### config.mk
export PLATFORM = sky130hd
export DESIGN_NAME = wmo_heading_parser_unit_flat
export DESIGN_NICKNAME = d
export VERILOG_FILES = /design/src/wmo_hp_pkg.sv /design/src/wmo_hp_in_if.sv /design/src/wmo_hp_out_if.sv /design/src/wmo_hp_first.sv /design/src/wmo_hp_line2.sv /design/src/wmo_heading_parser_unit.sv /design/src/flat_wrapper.sv
export SDC_FILE = /design/constraint.sdc
export NUM_CORES = 1
export LEC_CHECK = 0
export ABC_AREA = 1
export BUFFER_PORTS_ARGS = -buffer_cell sky130_fd_sc_hd__buf_4
export CORE_MARGIN = 3
export CORE_UTILIZATION = 30
export CTS_CLUSTER_DIAMETER = 80
export DETAILED_ROUTE_END_ITERATION = 6
export HOLD_SLACK_MARGIN = 0.06
export SLEW_MARGIN = 20
export SYNTH_ARGS = -nofsm -noshare
export SYNTH_HDL_FRONTEND = slang
export SYNTH_HIERARCHICAL = 1
export SYNTH_SLANG_ARGS = --single-unit
### constraint.sdc
create_clock -name clk -period 12.7 [get_ports clk]
set_input_delay 1.27 -clock clk [delete_from_list [all_inputs] [get_ports clk]]
set_output_delay 1.27 -clock clk [all_outputs]
set_load 0.03 [all_outputs]
### src/wmo_hp_pkg.sv
// ----------------------------------------------------------------------------
// WMO heading parser package
// Character codes, token geometry, character class helpers and the summary
// structures passed between the scanner blocks and the top level.
// ----------------------------------------------------------------------------
package wmo_hp_pkg;

  localparam logic [7:0] CH_NUL   = 8'h00;
  localparam logic [7:0] CH_TAB   = 8'h09;
  localparam logic [7:0] CH_NL    = 8'h0a;
  localparam logic [7:0] CH_CR    = 8'h0d;
  localparam logic [7:0] CH_SPACE = 8'h20;

  // Token widths of the first line scan: designator, station, time, bbb.
  localparam logic [2:0] ID_LEN  = 3'd6;
  localparam logic [2:0] STN_LEN = 3'd4;
  localparam logic [2:0] DTG_LEN = 3'd6;
  localparam logic [2:0] BBB_LEN = 3'd6;

  // Number of tokens scanned for each accepted blank count.
  localparam logic [2:0] BLANKS_SHORT = 3'd2;
  localparam logic [2:0] BLANKS_LONG  = 3'd3;
  localparam logic [2:0] BLANKS_SAT   = 3'd4;
  localparam logic [2:0] NEED_NONE    = 3'd0;
  localparam logic [2:0] NEED_SHORT   = 3'd3;
  localparam logic [2:0] NEED_LONG    = 3'd4;
  localparam logic [2:0] TOK_DONE     = 3'd4;

  // Token slots.
  localparam logic [1:0] TOK_ID  = 2'd0;
  localparam logic [1:0] TOK_STN = 2'd1;
  localparam logic [1:0] TOK_DTG = 2'd2;
  localparam logic [1:0] TOK_BBB = 2'd3;

  // Second line: an AWIPS line carries its newline at this offset.
  localparam logic [3:0] AWIPS_NL_OFFSET = 4'd8;
  localparam logic [3:0] LINE2_OFF_SAT   = 4'd9;
  localparam logic [3:0] LINE2_CODE_LEN  = 4'd6;

  typedef struct packed {
    logic en;      // byte lands inside the buffer
    logic fin;     // this byte is the last one; state returns to idle after it
    logic at_end;  // byte sits in the final buffer position
  } step_ctl_t;

  typedef struct packed {
    logic        ok;
    logic [47:0] heading_id;
    logic [31:0] station;
    logic [47:0] day_time;
    logic [47:0] bbb_code;
  } first_sum_t;

  typedef struct packed {
    logic        has_line;
    logic        alpha_start;
    logic        awips_form;
    logic [47:0] awips;
    logic [47:0] other;
  } line2_sum_t;

  function automatic logic is_ws(input logic [7:0] c);
    return (c == CH_SPACE) || ((c >= CH_TAB) && (c <= CH_CR));
  endfunction

  function automatic logic is_digit(input logic [7:0] c);
    return (c >= 8'd48) && (c <= 8'd57);
  endfunction

  function automatic logic is_alpha(input logic [7:0] c);
    return ((c >= 8'd65) && (c <= 8'd90)) || ((c >= 8'd97) && (c <= 8'd122));
  endfunction

  function automatic logic is_alnum(input logic [7:0] c);
    return is_digit(c) || is_alpha(c);
  endfunction

  function automatic logic [2:0] tok_width(input logic [1:0] idx);
    logic [2:0] w;
    case (idx)
      TOK_ID:  w = ID_LEN;
      TOK_STN: w = STN_LEN;
      TOK_DTG: w = DTG_LEN;
      default: w = BBB_LEN;
    endcase
    return w;
  endfunction

  // Character class that each token slot must satisfy.
  function automatic logic tok_class_ok(input logic [1:0] idx, input logic [7:0] c);
    logic ok;
    case (idx)
      TOK_STN: ok = is_alpha(c);
      TOK_DTG: ok = is_digit(c);
      default: ok = is_alnum(c);
    endcase
    return ok;
  endfunction

endpackage

### src/wmo_hp_in_if.sv
// ----------------------------------------------------------------------------
// WMO heading parser input channel
// One header byte per beat with a flag on the final byte.
// ----------------------------------------------------------------------------
interface wmo_hp_in_if;
  logic       valid;
  logic       ready;
  logic [7:0] byte_in;
  logic       last;

  modport source (output valid, output byte_in, output last, input ready);
  modport sink (input valid, input byte_in, input last, output ready);
endinterface

### src/wmo_hp_out_if.sv
// ----------------------------------------------------------------------------
// WMO heading parser result channel
// One parsed heading per beat.
// ----------------------------------------------------------------------------
interface wmo_hp_out_if;
  logic        valid;
  logic        ready;
  logic        status;
  logic [47:0] heading_id;
  logic [31:0] station;
  logic [47:0] day_time;
  logic [47:0] bbb_code;
  logic [47:0] awips_code;
  logic [47:0] other_code;

  modport source (output valid, output status, output heading_id, output station,
                  output day_time, output bbb_code, output awips_code,
                  output other_code, input ready);
  modport sink (input valid, input status, input heading_id, input station,
                input day_time, input bbb_code, input awips_code,
                input other_code, output ready);
endinterface

### src/wmo_hp_first.sv
// ----------------------------------------------------------------------------
// WMO heading parser first line scanner
// Counts blanks on the first line and splits the heading tokens on the fly.
// ----------------------------------------------------------------------------
module wmo_hp_first (
  input  logic                   clk,
  input  logic                   rst_n,
  input  wmo_hp_pkg::step_ctl_t  ctl,
  input  logic [7:0]             byte_in,
  output wmo_hp_pkg::first_sum_t sum
);

  logic        line_open_r, line_open_nxt;
  logic [2:0]  blanks_r, blanks_nxt;
  logic [2:0]  tok_num_r, tok_num_nxt;
  logic        in_tok_r, in_tok_nxt;
  logic        ended_r, ended_nxt;
  logic [2:0]  len_r [4];
  logic [2:0]  len_nxt [4];
  logic [3:0]  cls_r, cls_nxt;
  logic [47:0] id_r, id_nxt;
  logic [31:0] stn_r, stn_nxt;
  logic [47:0] dtg_r, dtg_nxt;
  logic [47:0] bbb_r, bbb_nxt;

  logic       ws, zero, append, finish;
  logic [1:0] tsel;
  logic [2:0] cur_len, new_len, need, started;

  always_comb begin
    line_open_nxt = line_open_r;
    blanks_nxt    = blanks_r;
    tok_num_nxt   = tok_num_r;
    in_tok_nxt    = in_tok_r;
    ended_nxt     = ended_r;
    len_nxt       = len_r;
    cls_nxt       = cls_r;
    id_nxt        = id_r;
    stn_nxt       = stn_r;
    dtg_nxt       = dtg_r;
    bbb_nxt       = bbb_r;
    append        = 1'b0;
    finish        = 1'b0;

    ws      = wmo_hp_pkg::is_ws(byte_in);
    zero    = (byte_in == wmo_hp_pkg::CH_NUL);
    tsel    = tok_num_r[1:0];
    cur_len = len_r[tsel];
    new_len = cur_len + 3'd1;

    if (ctl.en) begin
      if (line_open_r) begin
        if ((byte_in == wmo_hp_pkg::CH_NL) || zero) begin
          line_open_nxt = 1'b0;
        end else if ((byte_in == wmo_hp_pkg::CH_SPACE) &&
                     (blanks_r != wmo_hp_pkg::BLANKS_SAT)) begin
          blanks_nxt = blanks_r + 3'd1;
        end
      end
      if (!ended_r && (tok_num_r != wmo_hp_pkg::TOK_DONE)) begin
        if (!in_tok_r) begin
          if (zero) begin
            ended_nxt = 1'b1;
          end else if (!ws) begin
            append = 1'b1;
          end
        end else begin
          if (zero) begin
            finish    = 1'b1;
            ended_nxt = 1'b1;
          end else if (ws) begin
            finish = 1'b1;
          end else begin
            append = 1'b1;
          end
        end
      end
    end

    if (append) begin
      len_nxt[tsel] = new_len;
      cls_nxt[tsel] = cls_r[tsel] & wmo_hp_pkg::tok_class_ok(tsel, byte_in);
      in_tok_nxt    = 1'b1;
      case (tsel)
        wmo_hp_pkg::TOK_ID:  id_nxt  = {id_r[39:0], byte_in};
        wmo_hp_pkg::TOK_STN: stn_nxt = {stn_r[23:0], byte_in};
        wmo_hp_pkg::TOK_DTG: dtg_nxt = {dtg_r[39:0], byte_in};
        default: begin
          for (int k = 0; k < 6; k++) begin
            if (cur_len == 3'(k)) begin
              bbb_nxt[47-8*k -: 8] = byte_in;
            end
          end
        end
      endcase
      // A token is cut as soon as it reaches its width.
      if (new_len == wmo_hp_pkg::tok_width(tsel)) begin
        finish = 1'b1;
      end
    end

    if (finish) begin
      tok_num_nxt = tok_num_r + 3'd1;
      in_tok_nxt  = 1'b0;
    end
  end

  // Bytes past the end of the supplied data read as zero, so an open token
  // closes there and counts as found.
  always_comb begin
    case (blanks_nxt)
      wmo_hp_pkg::BLANKS_SHORT: need = wmo_hp_pkg::NEED_SHORT;
      wmo_hp_pkg::BLANKS_LONG:  need = wmo_hp_pkg::NEED_LONG;
      default:                  need = wmo_hp_pkg::NEED_NONE;
    endcase
    started = tok_num_nxt + {2'b00, in_tok_nxt};

    sum.ok = (need != wmo_hp_pkg::NEED_NONE) && (started >= need) &&
             (len_nxt[wmo_hp_pkg::TOK_ID] == wmo_hp_pkg::ID_LEN) &&
             (len_nxt[wmo_hp_pkg::TOK_STN] == wmo_hp_pkg::STN_LEN) &&
             (len_nxt[wmo_hp_pkg::TOK_DTG] == wmo_hp_pkg::DTG_LEN) &&
             cls_nxt[wmo_hp_pkg::TOK_ID] && cls_nxt[wmo_hp_pkg::TOK_STN] &&
             cls_nxt[wmo_hp_pkg::TOK_DTG] &&
             ((need == wmo_hp_pkg::NEED_SHORT) || cls_nxt[wmo_hp_pkg::TOK_BBB]);
    sum.heading_id = id_nxt;
    sum.station    = stn_nxt;
    sum.day_time   = dtg_nxt;
    sum.bbb_code   = (need == wmo_hp_pkg::NEED_LONG) ? bbb_nxt : 48'd0;
  end

  always_ff @(posedge clk) begin
    if (!rst_n || ctl.fin) begin
      line_open_r <= 1'b1;
      blanks_r    <= '0;
      tok_num_r   <= '0;
      in_tok_r    <= 1'b0;
      ended_r     <= 1'b0;
      cls_r       <= '1;
      bbb_r       <= '0;
      for (int k = 0; k < 4; k++) begin
        len_r[k] <= '0;
      end
    end else begin
      line_open_r <= line_open_nxt;
      blanks_r    <= blanks_nxt;
      tok_num_r   <= tok_num_nxt;
      in_tok_r    <= in_tok_nxt;
      ended_r     <= ended_nxt;
      cls_r       <= cls_nxt;
      bbb_r       <= bbb_nxt;
      len_r       <= len_nxt;
    end
  end

  always_ff @(posedge clk) begin
    id_r  <= id_nxt;
    stn_r <= stn_nxt;
    dtg_r <= dtg_nxt;
  end

endmodule

### src/wmo_hp_line2.sv
// ----------------------------------------------------------------------------
// WMO heading parser second line scanner
// Finds the first newline and collects the AWIPS and alphanumeric candidates.
// ----------------------------------------------------------------------------
module wmo_hp_line2 (
  input  logic                   clk,
  input  logic                   rst_n,
  input  wmo_hp_pkg::step_ctl_t  ctl,
  input  logic [7:0]             byte_in,
  output wmo_hp_pkg::line2_sum_t sum
);

  logic        nl_seen_r, nl_seen_nxt;
  logic        nl_last_r, nl_last_nxt;
  logic [3:0]  off_r, off_nxt;
  logic        alpha_r, alpha_nxt;
  logic        nl8_r, nl8_nxt;
  logic        aw_run_r, aw_run_nxt;
  logic        ot_run_r, ot_run_nxt;
  logic [47:0] aw_r, aw_nxt;
  logic [47:0] ot_r, ot_nxt;

  logic ws, zero;

  always_comb begin
    nl_seen_nxt = nl_seen_r;
    nl_last_nxt = nl_last_r;
    off_nxt     = off_r;
    alpha_nxt   = alpha_r;
    nl8_nxt     = nl8_r;
    aw_run_nxt  = aw_run_r;
    ot_run_nxt  = ot_run_r;
    aw_nxt      = aw_r;
    ot_nxt      = ot_r;

    ws   = wmo_hp_pkg::is_ws(byte_in);
    zero = (byte_in == wmo_hp_pkg::CH_NUL);

    if (ctl.en) begin
      if (!nl_seen_r) begin
        if (byte_in == wmo_hp_pkg::CH_NL) begin
          nl_seen_nxt = 1'b1;
          nl_last_nxt = ctl.at_end;
          off_nxt     = '0;
          aw_run_nxt  = 1'b1;
          ot_run_nxt  = 1'b1;
        end
      end else begin
        if (off_r != wmo_hp_pkg::LINE2_OFF_SAT) begin
          off_nxt = off_r + 4'd1;
        end
        if (off_r == 4'd0) begin
          alpha_nxt = wmo_hp_pkg::is_alpha(byte_in);
        end
        if (off_r == wmo_hp_pkg::AWIPS_NL_OFFSET) begin
          nl8_nxt = (byte_in == wmo_hp_pkg::CH_NL);
        end
        if (off_r < wmo_hp_pkg::LINE2_CODE_LEN) begin
          if (aw_run_r && !ws && !zero) begin
            for (int k = 0; k < 6; k++) begin
              if (off_r == 4'(k)) begin
                aw_nxt[47-8*k -: 8] = byte_in;
              end
            end
          end else begin
            aw_run_nxt = 1'b0;
          end
          if (ot_run_r && wmo_hp_pkg::is_alnum(byte_in)) begin
            for (int k = 0; k < 6; k++) begin
              if (off_r == 4'(k)) begin
                ot_nxt[47-8*k -: 8] = byte_in;
              end
            end
          end else begin
            ot_run_nxt = 1'b0;
          end
        end
      end
    end

    // A newline in the final position leaves no second line at all.
    sum.has_line    = nl_seen_nxt && !nl_last_nxt;
    sum.alpha_start = alpha_nxt;
    sum.awips_form  = nl8_nxt;
    sum.awips       = aw_nxt;
    sum.other       = ot_nxt;
  end

  always_ff @(posedge clk) begin
    if (!rst_n || ctl.fin) begin
      nl_seen_r <= 1'b0;
      nl_last_r <= 1'b0;
      off_r     <= '0;
      alpha_r   <= 1'b0;
      nl8_r     <= 1'b0;
      aw_run_r  <= 1'b0;
      ot_run_r  <= 1'b0;
      aw_r      <= '0;
      ot_r      <= '0;
    end else begin
      nl_seen_r <= nl_seen_nxt;
      nl_last_r <= nl_last_nxt;
      off_r     <= off_nxt;
      alpha_r   <= alpha_nxt;
      nl8_r     <= nl8_nxt;
      aw_run_r  <= aw_run_nxt;
      ot_run_r  <= ot_run_nxt;
      aw_r      <= aw_nxt;
      ot_r      <= ot_nxt;
    end
  end

endmodule

### src/wmo_heading_parser_unit.sv
// ----------------------------------------------------------------------------
// WMO abbreviated heading parser
// Streams the bytes of a product header and emits one parsed heading per
// header on its final byte.
// ----------------------------------------------------------------------------
// The last byte passes the input register and then the result register, which holds the result beat.
// The parser takes one byte per cycle except during the stall below.
// The only stall is a last byte waiting behind an unconsumed result beat.
// Reset (rst_n low, synchronous) clears the scanners, the position counter
// and both valid flags; scanners also return to idle after every result.
// ----------------------------------------------------------------------------
module wmo_heading_parser_unit #(
  parameter int unsigned BUFFER_BYTES = 128
) (
  input logic            clk,
  input logic            rst_n,
  wmo_hp_in_if.sink      in_if,
  wmo_hp_out_if.source   out_if
);

  localparam int unsigned PosW = $clog2(BUFFER_BYTES + 1);

  // Input register: one byte beat held for the scanners.
  logic       s1_valid_r;
  logic [7:0] s1_byte_r;
  logic       s1_last_r;
  logic       adv;

  // Number of bytes stored in the current header, saturating at the buffer
  // size. Bytes beyond the buffer are consumed but never scanned.
  logic [PosW-1:0] pos_r, pos_nxt;

  wmo_hp_pkg::step_ctl_t  ctl;
  wmo_hp_pkg::first_sum_t first_sum;
  wmo_hp_pkg::line2_sum_t line2_sum;

  // Result register.
  logic        out_valid_r;
  logic        status_r;
  logic [47:0] heading_id_r, station_ext, day_time_r, bbb_code_r;
  logic [31:0] station_r;
  logic [47:0] awips_code_r, other_code_r;
  logic [47:0] awips_nxt, other_nxt;

  // The held byte moves on unless it is a last byte and the result register
  // still holds a beat that is not taken in this cycle.
  assign adv         = s1_valid_r && (!s1_last_r || !out_valid_r || out_if.ready);
  assign in_if.ready = !s1_valid_r || adv;

  always_ff @(posedge clk) begin
    if (!rst_n) begin
      s1_valid_r <= 1'b0;
    end else if (in_if.ready) begin
      s1_valid_r <= in_if.valid;
    end
  end

  always_ff @(posedge clk) begin
    if (in_if.ready && in_if.valid) begin
      s1_byte_r <= in_if.byte_in;
      s1_last_r <= in_if.last;
    end
  end

  always_comb begin
    ctl.en     = adv && (pos_r < PosW'(BUFFER_BYTES));
    ctl.fin    = adv && s1_last_r;
    ctl.at_end = (pos_r == PosW'(BUFFER_BYTES - 1));
    pos_nxt    = pos_r;
    if (ctl.fin) begin
      pos_nxt = '0;
    end else if (ctl.en) begin
      pos_nxt = pos_r + PosW'(1);
    end
  end

  always_ff @(posedge clk) begin
    if (!rst_n) begin
      pos_r <= '0;
    end else begin
      pos_r <= pos_nxt;
    end
  end

  // First line: blank count, token split and token checks.
  wmo_hp_first u_first (
    .clk     (clk),
    .rst_n   (rst_n),
    .ctl     (ctl),
    .byte_in (s1_byte_r),
    .sum     (first_sum)
  );

  // Second line: newline search and code candidates.
  wmo_hp_line2 u_line2 (
    .clk     (clk),
    .rst_n   (rst_n),
    .ctl     (ctl),
    .byte_in (s1_byte_r),
    .sum     (line2_sum)
  );

  // Second line selection. With no second line both codes stay zero. A line
  // that does not open with a letter hands the bbb token to other_code. An
  // AWIPS line (newline at offset eight) fills awips_code only; any other
  // line fills other_code with its leading alphanumeric run.
  always_comb begin
    awips_nxt = '0;
    other_nxt = '0;
    if (line2_sum.has_line) begin
      if (!line2_sum.alpha_start) begin
        other_nxt = first_sum.bbb_code;
      end else if (line2_sum.awips_form) begin
        awips_nxt = line2_sum.awips;
      end else begin
        other_nxt = line2_sum.other;
      end
    end
  end

  always_ff @(posedge clk) begin
    if (!rst_n) begin
      out_valid_r <= 1'b0;
    end else if (ctl.fin) begin
      out_valid_r <= 1'b1;
    end else if (out_if.ready) begin
      out_valid_r <= 1'b0;
    end
  end

  // A malformed heading reports status one with every text field zero.
  always_ff @(posedge clk) begin
    if (ctl.fin) begin
      status_r     <= !first_sum.ok;
      heading_id_r <= first_sum.ok ? first_sum.heading_id : 48'd0;
      station_r    <= first_sum.ok ? first_sum.station : 32'd0;
      day_time_r   <= first_sum.ok ? first_sum.day_time : 48'd0;
      bbb_code_r   <= first_sum.ok ? first_sum.bbb_code : 48'd0;
      awips_code_r <= first_sum.ok ? awips_nxt : 48'd0;
      other_code_r <= first_sum.ok ? other_nxt : 48'd0;
    end
  end

  assign station_ext = {16'd0, station_r};

  assign out_if.valid      = out_valid_r;
  assign out_if.status     = status_r;
  assign out_if.heading_id = heading_id_r;
  assign out_if.station    = station_r;
  assign out_if.day_time   = day_time_r;
  assign out_if.bbb_code   = bbb_code_r;
  assign out_if.awips_code = awips_code_r;
  assign out_if.other_code = other_code_r;

  // A result beat only ever starts from a final byte leaving the input register.
  a_result_from_last: assert property (@(posedge clk) disable iff (!rst_n)
    $rose(out_valid_r) |-> $past(adv && s1_last_r))
    else $error("result beat raised without a final byte");

  // A malformed heading carries no text.
  a_malformed_empty: assert property (@(posedge clk) disable iff (!rst_n)
    (out_valid_r && status_r) |->
      ((heading_id_r == 48'd0) && (station_ext == 48'd0) && (day_time_r == 48'd0) &&
       (bbb_code_r == 48'd0) && (awips_code_r == 48'd0) && (other_code_r == 48'd0)))
    else $error("malformed heading carries text");

  // The position counter restarts for the next header after a final byte.
  a_pos_restart: assert property (@(posedge clk) disable iff (!rst_n)
    ctl.fin |=> (pos_r == '0))
    else $error("position counter did not restart");

  // A final byte stuck behind an untaken result blocks new input.
  a_stall_blocks: assert property (@(posedge clk) disable iff (!rst_n)
    (s1_valid_r && s1_last_r && out_valid_r && !out_if.ready) |=> $stable(s1_byte_r))
    else $error("held final byte overwritten during stall");

endmodule
### src/flat_wrapper.sv
// flat-port wrapper written by rule: the top's interface ports become plain ports
module wmo_heading_parser_unit_flat 
#(
  parameter int unsigned BUFFER_BYTES = 128
)
  (clk, rst_n, in_if_valid, in_if_byte_in, in_if_last, in_if_ready, out_if_valid, out_if_status, out_if_heading_id, out_if_station, out_if_day_time, out_if_bbb_code, out_if_awips_code, out_if_other_code, out_if_ready);
  wmo_hp_in_if in_if_i ();
  wmo_hp_out_if out_if_i ();
  input logic clk;
  input logic rst_n;
  input wire logic [$bits(in_if_i.valid)-1:0] in_if_valid;
  input wire logic [$bits(in_if_i.byte_in)-1:0] in_if_byte_in;
  input wire logic [$bits(in_if_i.last)-1:0] in_if_last;
  output wire logic [$bits(in_if_i.ready)-1:0] in_if_ready;
  output wire logic [$bits(out_if_i.valid)-1:0] out_if_valid;
  output wire logic [$bits(out_if_i.status)-1:0] out_if_status;
  output wire logic [$bits(out_if_i.heading_id)-1:0] out_if_heading_id;
  output wire logic [$bits(out_if_i.station)-1:0] out_if_station;
  output wire logic [$bits(out_if_i.day_time)-1:0] out_if_day_time;
  output wire logic [$bits(out_if_i.bbb_code)-1:0] out_if_bbb_code;
  output wire logic [$bits(out_if_i.awips_code)-1:0] out_if_awips_code;
  output wire logic [$bits(out_if_i.other_code)-1:0] out_if_other_code;
  input wire logic [$bits(out_if_i.ready)-1:0] out_if_ready;
  assign in_if_i.valid = in_if_valid;
  assign in_if_i.byte_in = in_if_byte_in;
  assign in_if_i.last = in_if_last;
  assign in_if_ready = in_if_i.ready;
  assign out_if_valid = out_if_i.valid;
  assign out_if_status = out_if_i.status;
  assign out_if_heading_id = out_if_i.heading_id;
  assign out_if_station = out_if_i.station;
  assign out_if_day_time = out_if_i.day_time;
  assign out_if_bbb_code = out_if_i.bbb_code;
  assign out_if_awips_code = out_if_i.awips_code;
  assign out_if_other_code = out_if_i.other_code;
  assign out_if_i.ready = out_if_ready;
  wmo_heading_parser_unit #(.BUFFER_BYTES(BUFFER_BYTES)) u_core (.clk(clk), .rst_n(rst_n), .in_if(in_if_i), .out_if(out_if_i));
endmodule
==> flow_summary.json, run 1 <==
{
  "slowest_stage": "buf_4",
  "fp.dieH_um": 293,
  "synth_area_leader_cell": "edfxtp_1",
  "fp.coreArea_um2": 80900,
  "r2r.worst_path.cells": 28,
  "dp_slack_ns": 5.54,
  "ctsLongestPathBuffers": 3,
  "hp-class": "reg2reg",
  "drt_wl_total_mm": 67.7,
  "synthFlopType": "dfxtp_1",
  "ys_seq_area_frac": 0.602,
  "die_area_um2": 85600,
  "grt_first_pass_wirelength_mm": 104,
  "endpoint_kind": "flop",
  "synthToLayoutAreaGrowth_pct": 21.1,
  "layout.nets": 3109,
  "fmax_mhz": 152,
  "path_clk_slew_ns": 0.06,
  "regToRegSetupSlack_ns": 6.13,
  "p_leak_nw": 13.7,
  "drt_iter0_markers": 1364,
  "reg2reg_to": "u_core/out_if.awips_code[22]$_SDFFCE_PN0P_",
  "via_per_inst": 4.43,
  "place.gp.congestion": 0.816,
  "cts_setup_buffers": 0,
  "hold-path-endpoint": "u_core/u_line2/ot_r[39]$_SDFF_PP0_",
  "rows": 104,
  "die_width_um": 293,
  "required_ns": 13.14,
  "relSlewSlack": 0.274,
  "hpwl_mm": 43.3,
  "grt_max_degree": 111,
  "syn-num-nets": 2873,
  "cts-resized-gates": 0,
  "yosysMostFrequentCell": "nand2_1",
  "setup_viol_count_final": 0,
  "synth_edf_count": 282,
  "drv_slew": 0,
  "ys_types": 37,
  "worst_pin_slew_ns": 1.08,
  "tritoncts": "done",
  "timing.setup.tns_ns": 0,
  "h-tree-depth": 3,
  "cts-root-buf": "clkbuf_16",
  "hold_viol": 0,
  "globalRouteOverflowTotal": 0,
  "synthCells": 2838,
  "drc": 0,
  "grt_pass1_vias": 17400,
  "skew_ns": 0.0179,
  "hp-start": "u_core/u_line2/ot_r[39]$_SDFF_PP0_",
  "p_total_mw": 4.28,
  "cts_buffers": 68,
  "crit_path_max_incr_delay_ns": 0.80,
  "vias": 18500,
  "fillCellCount": 8374,
  "drv_cap": 0,
  "post-route-period-util": 0.517,
  "async_flop_share": 0,
  "hold_depth": 2,
  "worstReg2RegStart": "u_core/u_first/tok_num_r[0]$_SDFF_PP0_",
  "ys.warnings.count": 6,
  "critPathMaxFanout": 79,
  "grt_usage": 0.155,
  "drt-wirelength-per-cell_um": 16.1,
  "rsz0062_at_grt": "false",
  "setup_slack_ns": 6.13,
  "synth_top_area_frac": 0.344,
  "synth.avg_cell_area_um2": 8.68,
  "cellPowerDensity_nw_per_um2": 143,
  "postCtsHoldBufs": 0,
  "insertion_delay_ns": 0.60,
  "synth_area_um2": 24600,
  "ios": 288,
  "start_util": 0.304,
  "ys_seq_elements": 599,
  "cts_num_sinks": 599,
  "port_buffers": 287,
  "crit_top_cell": "nand2_1",
  "cp.arrival_ns": 7.01,
  "ir_worst_vdd_mv": 0.0766,
  "drive_above_1_share": 0.156,
  "path_class": "reg2reg",
  "fin_crit_ns": 6.57,
  "status": "completed",
  "critPathLaunchType": "flop",
  "antenna_left": 0,
  "synth_commonest_cells": "770 x nand2_1, 498 x inv_1, 317 x dfxtp_1",
  "firstDrtPassIters": 5,
  "synthTopCellsByArea": "edfxtp_1 34%, dfxtp_1 26%, nand2_1 12%",
  "antenna_found_initial": 0
}
## final cells by class
class	count	area, um2	area share
sequential	599	14800	0.497
multi-input combinational	1589	7230	0.242
timing repair buffer	307	2300	0.0773
inverter	509	1920	0.0644
clock buffer	80	1810	0.0606
tap	1060	1330	0.0445
clock inverter	45	423	0.0142
antenna	1	2.50	0.0000839
## power by group
part / internal [mW] / switching, mW
Combinational: 0.0513 / 0.152
Clock: 1.15 / 0.813
Sequential: 2.08 / 0.0311
## worst max-delay path by stage
| stage | to | slack, ns | start |
|---|---|---|---|
| 5_1_grt | u_core/out_if.awips_code[28]$_SDFFCE_PN0P_ | 5.52 | u_core/u_first/tok_num_r[0]$_SDFF_PP0_ |
| 6_report | u_core/out_if.awips_code[22]$_SDFFCE_PN0P_ | 6.13 | u_core/u_first/tok_num_r[0]$_SDFF_PP0_ |
| 3_3_place_gp | u_core/out_if.awips_code[18]$_SDFFCE_PN0P_ | 5.71 | out_if_ready |
| 3_5_place_dp | u_core/out_if.awips_code[25]$_SDFFCE_PN0P_ | 5.54 | out_if_ready |
| 2_1_floorplan | u_core/u_first/bbb_r[25]$_SDFF_PP0_ | 4.03 | out_if_ready |
| 4_1_cts | u_core/out_if.awips_code[44]$_SDFFCE_PN0P_ | 6.05 | u_core/s1_byte_r[6]$_DFFE_PP_ |
## cells by family (layout without fill, tap and decap cells)
logic type               after synthesis  after routing  share of synthesized area
AO/OA/AOI/OAI                        270            270                     0.0570
other                                  0              1                          0
adder cells (fa/ha/maj)               22             22                     0.0112
XOR/XNOR                               5              5                    0.00234
buffers and inverters                650            941                      0.106
flip-flops                           599            599                      0.602
AND/OR/NAND/NOR                     1292           1292                      0.222
## layer usage
metal | track usage | vias up | routed length (um)
li1 | - | 9349 | -
met1 | 0.206 | 8575 | 29800
met2 | 0.254 | 521 | 31700
met3 | 0.0303 | 99 | 4360
met4 | 0.0553 | 0 | 1850
met5 | 0 | - | 0
## through the flow
step,hold slack [ns],area (um2),std cells,utilization
2_1_floorplan,0.423,24600,2838,-
3_3_place_gp,0.437,27600,4064,0.341
3_5_place_dp,0.441,27600,4064,0.341
4_1_cts,0.453,29800,4189,0.369
5_1_grt,0.479,29800,4189,0.369
6_report,0.453,29800,4190,0.369
## sequential cells by signal, summed over array words and instances, names as in the netlist, 3 cells and up, named ones only
register and count:
u_core/pos_r 8, u_core/u_first/cls_r 4, u_core/u_first/stn_r 32, u_core/out_if.awips_code 48, u_core/u_first/bbb_r 48, u_core/u_line2/ot_r 48
u_core/out_if.bbb_code 48, u_core/u_first/len_r 9, u_core/u_first/blanks_r 3, u_core/out_if.station 32, u_core/u_first/dtg_r 48, u_core/u_first/id_r 48
u_core/u_first/tok_num_r 3, u_core/out_if.other_code 48, u_core/out_if.heading_id 48, u_core/u_line2/off_r 4, u_core/s1_byte_r 8, u_core/out_if.day_time 48
u_core/u_line2/aw_r 48
## worst max-delay path: cells and delay by family (launching register included)
family | cells | cell delay [ns]
buffers and inverters | 6 | 1.64
adders and majority gates | 5 | 1.31
AOI/OAI and AO/OA | 2 | 0.27
and+or+nand+nor | 13 | 1.93
DFF | 1 | 0.56
xor gates and xnor gates | 2 | 0.57
## layout by cell type (no fill, tap or decap), types with 7 or more instances in the layout
cell       instances
a21oi_1          104
buf_4            307
clkbuf_1           7
clkbuf_16         69
clkinv_1          12
clkinv_2          15
dfxtp_1          315
edfxtp_1         282
ha_1              22
inv_1            496
inv_2             11
nand2_1          768
nand2_2            9
nand3_1           80
nand4_1          101
nor2_1           287
nor2_2            15
nor2_4             9
o21ai_0          117
o21ai_1           32
(Power assumes the default switching activity.)
==> inputs of run 2 (changes only) <==
- clock period: 12.7 -> 5.4 ns (I/O delays scaled with it)
==> run 2 against run 1 <==
  * Clock skew is 0.013 ns higher
  * Core utilization is 0.43 points higher
  * Non-clock buffer count is 28 higher
  * Global-route usage hardly changed
  * Critical path depth stayed put
  * Wire length is 0.83% higher
  * Design area is 1.2% higher
  * Register-to-register slack worse by 5.8 ns
  * Via count is 1.5% higher
  * Critical endpoint is now u_core/out_if.day_time[22]$_SDFFCE_PN0P_
==> flow_summary.json, run 2 (synthesis results as in run 1) <==
{
  "endpoint_kind": "flop",
  "rows": 104,
  "hold_viol": 0,
  "cts-root-buf": "clkbuf_16",
  "path_clk_slew_ns": 0.06,
  "rsz0062_at_grt": "false",
  "place.gp.congestion": 0.842,
  "crit_path_max_incr_delay_ns": 0.33,
  "ctsLongestPathBuffers": 3,
  "firstDrtPassIters": 5,
  "skew_ns": 0.0305,
  "drv_cap": 0,
  "grt_first_pass_wirelength_mm": 104,
  "cts_num_sinks": 599,
  "utilization": 0.373,
  "layout.nets": 3138,
  "drc": 0,
  "path_class": "reg2reg",
  "via_per_inst": 4.46,
  "grt_max_degree": 103,
  "h-tree-depth": 3,
  "cp.arrival_ns": 5.51,
  "cellPowerDensity_nw_per_um2": 336,
  "cts_buffers": 69,
  "fmax_mhz": 198,
  "fp.dieH_um": 293,
  "insertion_delay_ns": 0.60,
  "vias": 18800,
  "drt_wl_total_mm": 68.2,
  "p_leak_nw": 13.7,
  "final_common_cell": "nand2_1",
  "drv_slew": 0,
  "drive_above_1_share": 0.164,
  "final_cell_mix": "767 x nand2_1, 494 x inv_1, 330 x buf_4",
  "fp.coreArea_um2": 80900,
  "die_area_um2": 85600,
  "die_width_um": 293,
  "p_total_mw": 10.1,
  "relSlewSlack": 0.327,
  "hp-class": "in2reg",
  "grt_usage": 0.155,
  "critPathMaxFanout": 75,
  "start_util": 0.304,
  "antenna_found_initial": 0,
  "worst_pin_slew_ns": 1.01,
  "status": "completed",
  "slowest_stage": "ha_1",
  "drt_iter0_markers": 1425,
  "synthToLayoutAreaGrowth_pct": 22.5,
  "fin_crit_ns": 5.04,
  "ios": 288,
  "setup_viol_count_final": 0,
  "post-route-period-util": 0.933,
  "tritoncts": "done",
  "ir_worst_vdd_mv": 0.195,
  "required_ns": 5.87,
  "hpwl_mm": 44.0,
  "drt-wirelength-per-cell_um": 16.2,
  "port_buffers": 287,
  "antenna_left": 0,
  "grt_pass1_vias": 17800,
  "globalRouteOverflowTotal": 0,
  "critPathLaunchType": "flop",
  "crit_top_cell": "nand2_1"
}
## run 2: cell types whose count changed in the layout (fill, tap and decap cells not counted), moves of 4 or more
| cell | change |
|---|---|
| buf_4 | +23 |
| clkbuf_1 | +13 |
| clkinv_2 | -8 |
| clkbuf_16 | +5 |
| clkinv_1 | -5 |
| clkinvlp_4 | +4 |
## run 2: layer usage
metal,wire length (um),vias up,track usage
met5,0,-,0
met4,1670,0,0.0453
met3,4560,115,0.0325
met2,31900,549,0.257
met1,30100,8732,0.205
li1,-,9419,-
## run 2: final cells by class
class	instances	area, um2
inverter	509	1930
sequential	599	14800
clock inverter	29	289
multi-input combinational	1589	7260
antenna	1	2.50
timing repair buffer	335	2560
fill	8307	50800
clock buffer	99	1980
tap	1060	1330
## run 2: worst paths after layout
path | startpoint | to | slack, ns | cells after the start
setup / recovery | u_core/u_first/tok_num_r[0]$_SDFF_PP0_ | u_core/out_if.day_time[22]$_SDFFCE_PN0P_ | 0.36 | 28
hold / removal | in_if_byte_in[5] | u_core/s1_byte_r[5]$_DFFE_PP_ | 0.12 | 1
setup reg to reg | u_core/u_first/tok_num_r[0]$_SDFF_PP0_ | u_core/out_if.day_time[22]$_SDFFCE_PN0P_ | 0.36 | 28
hold reg to reg | u_core/u_line2/ot_r[23]$_SDFF_PP0_ | u_core/u_line2/ot_r[23]$_SDFF_PP0_ | 0.45 | 2
## run 2: worst max-delay path: cells and delay by family (launching register included)
kind            cells  cell delay, ns
compound gates      2            0.30
simple gates       12            1.32
flops               1            0.32
buf+inv             7            0.96
xor+xnor            2            0.56
fa+ha+maj           5            1.30
## run 2: metrics by stage
| stage | setup WS, ns | cells | hold slack (ns) | TNS (ns) | cell area (um2) |
|---|---|---|---|---|---|
| after floorplan | -0.458 | 2838 | 0.423 | -24.89 | 24700 |
| after global placement | 0.288 | 4090 | 0.436 | 0 | 27800 |
| after detailed placement | 0.164 | 4090 | 0.438 | 0 | 27800 |
| after CTS | 0.126 | 4218 | 0.0650 | 0 | 30100 |
| after global routing | 0.0259 | 4220 | 0.0760 | 0 | 30200 |
| final | 0.360 | 4221 | 0.118 | 0 | 30200 |
## run 2: report_power, final
part / leakage, nW / internal, mW / total [mW] / switching [mW]
sequential: 5.23 / 4.90 / 4.97 / 0.0715
clock: 1.10 / 2.77 / 4.66 / 1.89
combinational: 7.40 / 0.138 / 0.520 / 0.382
total: 13.7 / 7.81 / 10.1 / 2.34
## run 2: what timing repair did
action | 4_1_cts | 5_1_grt
hold buffers | 0 | 0
gates resized for setup | 0 | 7
setup buffers | 0 | 1
setup endpoints to repair | 0 | 247
==> inputs of run 3 (changes only) <==
- CORE_UTILIZATION: 30 -> 52
- PLACE_DENSITY: unset -> 0.75
- SYNTH_HIERARCHICAL: 1 -> unset
==> run 3 against run 2 <==
  * Sequential power barely moved
  * Sequential share of layout area rose by 3.5 points
  * First-iteration DRC count rose by 26%
  * Flip-flop and latch count did not move
  * Via count fell by 4.8%
  * Fmax rose by 0.98%
  * Clock-buffer cell count fell by 19
  * Worst setup slack improved by 0.049 ns
  * Critical path type unchanged
  * Largest cell class unchanged
==> flow_summary.json, run 3 <==
{
  "p_leak_nw": 10.5,
  "cp.arrival_ns": 5.34,
  "synth_edf_count": 282,
  "postCtsHoldBufs": 0,
  "via_per_inst": 5.04,
  "fp.coreArea_um2": 44500,
  "endpoint_kind": "flop",
  "drv_slew": 0,
  "grt_max_degree": 114,
  "hold-path-endpoint": "u_core.s1_byte_r[3]$_DFFE_PP_",
  "layout.nets": 2951,
  "fp.dieH_um": 219,
  "cts-resized-gates": 0,
  "synthTopCellsByArea": "edfxtp_1 36%, dfxtp_1 27%, nor2_1 8.3%",
  "reg2reg_to": "u_core.out_if.other_code[10]$_SDFFCE_PN0P_",
  "critPathLaunchType": "flop",
  "synth_commonest_cells": "520 x nor2_1, 478 x nand2_1, 457 x inv_1",
  "tritoncts": "done",
  "synth_area_um2": 23600,
  "grt_usage": 0.241,
  "synth_area_leader_cell": "edfxtp_1",
  "drt_iter0_markers": 1790,
  "cp_top_family": "simple AND/OR/NAND/NOR gates",
  "post-route-period-util": 0.924,
  "drc": 0,
  "synthFlopType": "dfxtp_1",
  "insertion_delay_ns": 0.61,
  "ctsLongestPathBuffers": 3,
  "grt.busiest_layer": "met2",
  "fillCellCount": 3655,
  "ir_worst_vdd_mv": 0.261,
  "synth.avg_cell_area_um2": 8.87,
  "final_cell_mix": "519 x nor2_1, 477 x nand2_1, 456 x inv_1",
  "synthToLayoutAreaGrowth_pct": 19.4,
  "cts-root-buf": "clkbuf_16",
  "drive_above_1_share": 0.150,
  "required_ns": 5.75,
  "ys_seq_area_frac": 0.628,
  "firstDrtPassIters": 5,
  "hp-start": "in_if_byte_in[3]",
  "path_clk_slew_ns": 0.06,
  "antenna_left": 0,
  "h-tree-depth": 2,
  "p_total_mw": 9.48,
  "critPathMaxFanout": 28,
  "synthCells": 2661,
  "cts_setup_buffers": 0,
  "hp-class": "in2reg",
  "fin_crit_ns": 4.99,
  "final_common_cell": "nor2_1",
  "rows": 77,
  "globalRouteOverflowTotal": 0,
  "die_area_um2": 48000,
  "hpwl_mm": 39.4,
  "regToRegSetupSlack_ns": 0.41,
  "place.gp.congestion": 0.905,
  "setup_viol_count_final": 0,
  "timing.hold.ws_ns": 0.108,
  "slowest_stage": "dfxtp_1",
  "port_buffers": 287,
  "syn-num-nets": 2696,
  "async_flop_share": 0,
  "cts_num_sinks": 599,
  "status": "completed",
  "die_width_um": 219,
  "start_util": 0.530,
  "drv_cap": 0,
  "grt_pass1_vias": 16900,
  "ys.warnings.count": 0,
  "skew_ns": 0.0125,
  "num_antenna_cells": 0,
  "ys_seq_elements": 599,
  "cts_buffers": 59,
  "yosysMostFrequentCell": "nor2_1",
  "fmax_mhz": 200,
  "relSlewSlack": 0.353,
  "hold_depth": 1,
  "path_cells": "buf_4, a21oi_1, a32oi_1, inv_1, ha_1, xnor2_1, nor3_1, o21ai_0, nor2_1, xor2_1, ha_1, ha_1, ha_1, o21ai_0, nand2_1, a21oi_1, nor2_1, nand2_1, nor2_1, nand3_1, nor2_4, nand2_2, buf_4, nor2_1",
  "timing.setup.tns_ns": 0,
  "crit_path_max_incr_delay_ns": 0.47,
  "met3_usage": 0.0390,
  "path_class": "reg2reg",
  "synth_top_area_frac": 0.359,
  "drt-wirelength-per-cell_um": 16.6,
  "ios": 288,
  "worstReg2RegStart": "u_core.u_first.tok_num_r[0]$_SDFF_PP0_",
  "cellPowerDensity_nw_per_um2": 336,
  "vias": 17900,
  "grt_first_pass_wirelength_mm": 91.2,
  "use_met2": 0.388,
  "use_met1": 0.339,
  "r2r.worst_path.cells": 24,
  "drt_wl_total_mm": 58.9,
  "hold_viol": 0,
  "worst_pin_slew_ns": 0.969,
  "rsz0062_at_grt": "false",
  "ys_types": 38,
  "worstPathBufferInverterCount": 3,
  "antenna_found_initial": 0
}
## run 3: cell types whose count changed after synthesis, moves of 16 or more
cell	delta
a21oi_1	-41
buf_2	-22
buf_4	-16
inv_1	-41
nand2_1	-292
nand3_1	-59
nand4_1	-93
nor2_1	+232
o21ai_0	+119
## run 3: cells by family (layout without fill, tap and decap cells)
| group | Yosys count | in the layout | share of synthesized area |
|---|---|---|---|
| AOI/OAI and AO/OA | 374 | 374 | 0.0817 |
| DFF | 599 | 599 | 0.628 |
| xor gates and xnor gates | 7 | 7 | 0.00260 |
| and+or+nand+nor | 1059 | 1059 | 0.175 |
| adders and majority gates | 22 | 22 | 0.0117 |
| buffers and inverters | 600 | 902 | 0.101 |
## run 3: cell type report
class	instances	area [um2]	share of cell area
flip-flops and latches	599	14800	0.526
clock buffers	80	1660	0.0589
multi-input cells	1462	6410	0.228
inverters	478	1800	0.0640
repair buffers	316	2450	0.0869
well taps	592	741	0.0263
clock inverters	28	287	0.0102
## run 3: worst max path at each step
stage / start / end / slack (ns) / cells after the start
after floorplan: out_if_ready / u_core.out_if.awips_code[0]$_SDFFCE_PN0P_ / 0.007 / 6
after global placement: u_core.u_first.tok_num_r[0]$_SDFF_PP0_ / u_core.out_if.heading_id[25]$_SDFFCE_PN0P_ / 0.64 / 24
after detailed placement: u_core.u_first.tok_num_r[0]$_SDFF_PP0_ / u_core.out_if.other_code[1]$_SDFFCE_PN0P_ / 0.51 / 24
after CTS: u_core.u_first.tok_num_r[0]$_SDFF_PP0_ / u_core.out_if.other_code[10]$_SDFFCE_PN0P_ / 0.50 / 24
after global routing: u_core.u_first.tok_num_r[0]$_SDFF_PP0_ / u_core.out_if.other_code[11]$_SDFFCE_PN0P_ / 0.11 / 25
final: u_core.u_first.tok_num_r[0]$_SDFF_PP0_ / u_core.out_if.other_code[10]$_SDFFCE_PN0P_ / 0.41 / 24
## run 3: per-stage QoR
step	util	std cells	setup WS, ns	instance area (um2)
finish	0.633	3555	0.409	28200
global route	0.633	3555	0.110	28200
CTS	0.633	3555	0.498	28200
detailed placement	0.589	3447	0.514	26200
global placement	0.589	3447	0.641	26200
floorplan	-	2661	0.00741	23600
## run 3: power breakdown
group,total (mW),switching (mW),internal (mW)
combinational,0.442,0.317,0.124
sequential,4.94,0.0699,4.87
clock,4.10,1.71,2.39
total,9.48,2.10,7.38
## run 3: layer usage
| metal | routed length, um | share of wire |
|---|---|---|
| met5 | 0 | 0 |
| met4 | 1460 | 0.025 |
| met3 | 4210 | 0.071 |
| met2 | 27400 | 0.46 |
| met1 | 25900 | 0.44 |
